`src/rtl/assert_macros.svh`:
```
// Assertion macros shared by the odometry RTL.
// Include by bare file name; each macro emits one labeled concurrent assertion.
`ifndef ASSERT_MACROS_SVH
`define ASSERT_MACROS_SVH
`define ASSERT_CLK(label, clk, rst_n, prop) \
    label: assert property (@(posedge clk) disable iff (!rst_n) (prop)) \
        else $error("assertion failed");
`define ASSERT_NEVER(label, clk, rst_n, cond) \
    label: assert property (@(posedge clk) disable iff (!rst_n) !(cond)) \
        else $error("forbidden condition");
`endif

```
`src/rtl/ddo_pkg.sv`:
```
// Shared types and constants for the differential-drive odometry block.
// No dependencies.
`timescale 1ns / 1ps
`default_nettype none
package ddo_pkg;
    localparam logic [1:0] OP_TICK  = 2'd0;
    localparam logic [1:0] OP_SETH  = 2'd1;
    localparam logic [1:0] OP_CLEAR = 2'd2;
    localparam logic [1:0] OP_NOP   = 2'd3;

    localparam logic signed [31:0] CORDIC_GAIN_Q30 = 32'sd652032874;
    localparam logic [29:0] INV_TWO_PI_Q32 = 30'd683565276;

    typedef struct packed {
        logic [1:0]         op;
        logic signed [15:0] left_speed;
        logic signed [15:0] right_speed;
        logic [15:0]        elapsed;
        logic signed [15:0] new_heading;
    } t_item;

    function automatic logic [31:0] atan_entry(input logic [4:0] i);
        logic [31:0] v;
        begin
            unique case (i)
                5'd0: v = 32'h20000000;   5'd1: v = 32'h12E4051E;
                5'd2: v = 32'h09FB385B;   5'd3: v = 32'h051111D4;
                5'd4: v = 32'h028B0D43;   5'd5: v = 32'h0145D7E1;
                5'd6: v = 32'h00A2F61E;   5'd7: v = 32'h00517C55;
                5'd8: v = 32'h0028BE53;   5'd9: v = 32'h00145F2F;
                5'd10: v = 32'h000A2F98;  5'd11: v = 32'h000517CC;
                5'd12: v = 32'h00028BE6;  5'd13: v = 32'h000145F3;
                5'd14: v = 32'h0000A2FA;  5'd15: v = 32'h0000517D;
                5'd16: v = 32'h000028BE;  5'd17: v = 32'h0000145F;
                5'd18: v = 32'h00000A30;  5'd19: v = 32'h00000518;
                5'd20: v = 32'h0000028C;  5'd21: v = 32'h00000146;
                5'd22: v = 32'h000000A3;  5'd23: v = 32'h00000051;
                default: v = 32'h0;
            endcase
            return v;
        end
    endfunction
endpackage
`default_nettype wire

```
`src/rtl/ddo_front.sv`:
```
// Input stage and two-entry item queue of the odometry block.
// Depends on ddo_pkg.
`timescale 1ns / 1ps
`default_nettype none
module ddo_front (
    input  wire logic           i_clk,
    input  wire logic           i_rst_n,
    input  wire logic           i_valid,
    output logic                o_stall,
    input  wire ddo_pkg::t_item i_item,
    output logic                o_q_valid,
    input  wire logic           i_q_pop,
    output ddo_pkg::t_item      o_q_item
);
    import ddo_pkg::*;

    t_item      r_mem [2];
    logic       r_wp, n_wp, r_rp, n_rp;
    logic [1:0] r_cnt, n_cnt;
    logic       push;

    assign o_stall   = (r_cnt == 2'd2);
    assign push      = i_valid && !o_stall;
    assign o_q_valid = (r_cnt != 2'd0);
    assign o_q_item  = r_mem[r_rp];

    always_comb begin
        n_wp  = push ? ~r_wp : r_wp;
        n_rp  = i_q_pop ? ~r_rp : r_rp;
        n_cnt = r_cnt + {1'b0, push} - {1'b0, i_q_pop};
    end

    always_ff @(posedge i_clk) begin
        if (!i_rst_n) begin
            r_wp  <= 1'b0;
            r_rp  <= 1'b0;
            r_cnt <= 2'd0;
        end else begin
            r_wp  <= n_wp;
            r_rp  <= n_rp;
            r_cnt <= n_cnt;
        end
        if (push) begin
            r_mem[r_wp] <= i_item;
        end
    end
endmodule
`default_nettype wire

```
`config.mk`:
```
export PLATFORM = sky130hd
export DESIGN_NAME = ddo_front
export DESIGN_NICKNAME = d
export VERILOG_FILES = /design/src/rtl/assert_macros.svh /design/src/rtl/ddo_pkg.sv /design/src/rtl/ddo_front.sv
export SDC_FILE = /design/constraint.sdc
export NUM_CORES = 1
export LEC_CHECK = 0
export BUFFER_PORTS_ARGS = -buffer_cell sky130_fd_sc_hd__buf_2
export CORE_ASPECT_RATIO = 1.25
export CORE_MARGIN = 2
export CORE_UTILIZATION = 40
export CTS_CLUSTER_DIAMETER = 30
export CTS_CLUSTER_SIZE = 12
export DETAILED_ROUTE_END_ITERATION = 12
export GPL_TIMING_DRIVEN = 0
export PLACE_DENSITY = 0.66
export SLEW_MARGIN = 40
export SYNTH_ARGS = -nofsm -noshare
export SYNTH_HDL_FRONTEND = slang
export SYNTH_SLANG_ARGS = --single-unit
```
`constraint.sdc`:
```
create_clock -name i_clk -period 3.69 [get_ports i_clk]
set_input_delay 0.1845 -clock i_clk [delete_from_list [all_inputs] [get_ports i_clk]]
set_output_delay 0.1845 -clock i_clk [all_outputs]
set_load 0.01 [all_outputs]
```
* Word level (Yosys, flattened, before mapping) *
Memory sizes are Yosys's and may differ from the RTL's. A register that Yosys moved wholly into a read port is not among the register bits.
Index checks and enable logic that the tools add are counted.

storage, ports and cells
  flip-flop bits (word level) = 4
  RAM bits = 132
  input port bits = 70
  output and inout port bits = 68
  logic and storage cells = 16
  memories = 1

memory list
  memory  depth  bits a word  rd ports  clocked after Yosys merged registers in  wr ports  line             RTL
  r_mem   2      66           1         1                                        1         ddo_front.sv:17  t_item r_mem [2];

cells by class
  add/sub/neg operators = 2
  eq/ne operators = 1
  multiplexer cells = 4
  bitwise logic cells = 2
  reduce and logical (&&, ||, !) cells = 3

operator list
  operator            number
  $mux 1              4
  $add 2x1->2         1
  $eq 2x2->1 const B  1
  $not 1->1           2
  $reduce_bool 2->1   1
  $sub 2x1->2         1
  $logic_and 1x1->1   1
  $logic_not 1->1     1

* Longest topological paths before layout *
  word-level depth = 5
  gate-level depth with buffers = 8
  gate-level depth less buffers = 8

* Least setup slack after synthesis *
OpenSTA, ideal clock, no wires.

  path type = reg2reg
  start = reg r_cnt[0]
  end = mem r_mem[0][0] (netlist name) (enable)
  setup time = 0.490 ns
  arrival = 3.314 ns
  required time = 3.200 ns
  slack = -0.115 ns
  cell stages (with the launch flop) = 4
  period minus slack after synthesis = 3.805 ns
  cell sequence = dfxtp_1 nand2b_1 nand2_1 nor2_1

between the ends
  longest elaborated chain between the ends = 5

ends and longest elaborated chain
  element                       line             RTL
  start: declaration            ddo_front.sv:19  logic [1:0] r_cnt, n_cnt;
  start signal: assignment      ddo_front.sv:41  r_cnt <= n_cnt;
  $eq 2x2->1                    ddo_front.sv:22  assign o_stall = (r_cnt == 2'd2);
  $logic_not 1->1               ddo_front.sv:23  assign push = i_valid && !o_stall;
  $logic_and 1x1->1             ddo_front.sv:23
  $mux 1                        ddo_front.sv:43  if (push) begin
  $mux 1 (not written as such)  ddo_front.sv:44  r_mem[r_wp] <= i_item;
  end: declaration              ddo_front.sv:17

Every way passes these cells.

==> metrics <==
relative slew slack 0.7142; most common cell after layout, fill and taps aside buf_2; crit-path cells buf_6 > buf_6 > mux2_4 > buf_2; WP data arrival 1610 ps; most frequent cells in the layout buf_2, edfxtp_1, dlygate4sd3_1; Final Max Tran Viols 0; Crit Path Category flip-flop to primary output; WL/cell 14.69 um; cells after synthesis 230; Register Area 4064 um2; clock latency on the worst-skew pair 400 ps; Setup TNS Final 0 ps; I/O pins 138; met1 track demand over resource 0.1533; CTS max path bufs 2; warnings from Yosys 0; Hold Path Class input pin to flip-flop; cell area after synthesis 5150 um2; unrepaired setup endpoints after global routing false; register area share after synthesis 0.7891; total grt overflow 0; Syn Area/Cell 22.39 um2; Worst Tran Pin Value 428.7 ps; Routed WL 9.372 mm; Routed Antenna Nets 0; final hold violation count 0; fin nets 529; Vert. Die Dim 130.9 um; post-detail-place hpwl 5.843 mm; Initial DRC Count 54; Distinct cells, synth 17; DRC Markers 0; clock sink total 137; Synthesized Nets 302; minimum clock period 1792 ps; Initial Utilization 0.4086; row count 46; vias in the first global route 3,041; Root Buffer clkbuf_16; initial antenna violation count 0; status completed; reg2reg end r_mem[0][2]$_DFFE_PP_; Die Area 13,800 um2; share of cells above drive strength 1 0.5277; area of the multi-input gates 1021 um2; #FFs+latches synth 137; depth of the most critical reg-to-reg path 5; r2r setup slk 2010 ps; clk_skew 8.145 ps; pwr dens 603.7 nW/um2; core box area 12,600 um2; fin crit share 0.4855; H-tree depth 4; DRT Pass-1 Iters 4; synthesis-to-finish area growth 43.44%; busiest grt layer met2; Global Route met3 Usage 0.04365; hold worst-path end r_cnt[0]$_SDFF_PN0_; Hold Slack 61.87 ps; TritonCTS Buffers 17; met2 usage 0.2509; Layout Utilization 0.5861; CP max-delay cell dfxtp_1; CTS clock-pin slew for the worst setup and hold paths 60 ps; CP peak stage delay 360 ps; first-pass GRT wire length 14.40 mm; highest clock rate 558.2 MHz; n_diodes 0; CTS tree built; Fill cells 947; max-cap violation count 0; buffers added on ports 137; Peak VDD IR 0.0003650 V; Leak 2.917 nW; crit start category flip-flop; crit end category primary output; Die X 105.5 um; worst hold path startpoint i_rst_n; Hold Path Depth 2; CP required 3510 ps; Via-to-Cell Ratio 4.480; Reg-to-Reg Start r_cnt[0]$_SDFF_PN0_; largest net degree at the start of global routing 39; DR vias 2,858; GPL Wtd Cong 0.6576; CP dominant cell by count buf_6; Max FO, Critical Path 10; Setup-failing EPs final 0; Total Routing Usage GR 0.1384
per-stage QoR:
step	setup slack (ps)	cells	cell area, um2	power [mW]
after floorplan	989.4	230	5152	2.503
after global placement	-7.980	535	6048	2.768
after detailed placement	1993	540	6151	2.829
after CTS	1855	638	7387	4.521
after global routing	1821	638	7387	4.650
final	1898	638	7387	4.460
area by class of cell:
class,count,area share
multi-input combinational,83,0.1382
timing repair buffer,208,0.1948
clock buffer,19,0.05860
inverter,3,0.001524
sequential,137,0.5501
clock inverter,13,0.01931
tap,168,0.02846
buffer,7,0.008977
kinds of logic after synthesis:
family | synth area share
xor+xnor | 0.005103
fa+ha+maj | 0.004858
buf+inv | 0.01506
flops | 0.7891
mux | 0.1754
simple gates | 0.01045
critical path: cells and delay by family, from the launching register on:
family                 cells  cell delay [ps]
muxes                      1              320
DFF                        1              360
buffers and inverters      3              530
flip-flops by register name, summed over array words and instances (netlist names), named ones only:
register / flops
r_cnt: 2
r_wp: 1
r_mem: 132
r_rp: 1
worst max path at each step:
stage / cells after the start / to / slack [ps]
after CTS: 4 / o_q_item[36] / 1850
final: 4 / o_q_item[41] / 1900
after floorplan: 3 / r_mem[0][0]$_DFFE_PP_ / 990
after global routing: 4 / o_q_item[38] / 1820
after detailed placement: 5 / r_mem[0][62]$_DFFE_PP_ / 1990
after global placement: 3 / r_mem[0][2]$_DFFE_PP_ / -8
what timing repair did:
item                                   CTS  global route
hold buffers                            66             0
setup buffers                            0             0
resized for setup                        0             0
endpoints found under the hold margin  132             0
cell usage after synthesis, drive strengths merged:
cell type	count	area (um2)
and2	1	6.260
and3	1	6.260
buf	7	66.31
dfxtp	5	100.1
edfxtp	132	3964
ha	2	25.02
inv	3	11.26
mux2	66	893.4
mux2i	1	10.01
nand2	2	7.510
nand2b	2	12.51
nor2	4	15.01
or2	1	6.260
xnor2	2	17.52
xor2	1	8.760
layer usage:
metal	up-vias	wire length (um)
met5	-	0
met4	0	106
met3	7	451
met2	85	4935
met1	1409	3879
li1	1357	-
report_power, final:
part	switching, mW	internal, mW
sequential	0.0561	1.97
clock	0.622	1.00
combinational	0.391	0.421
(Power assumes the default switching activity.)
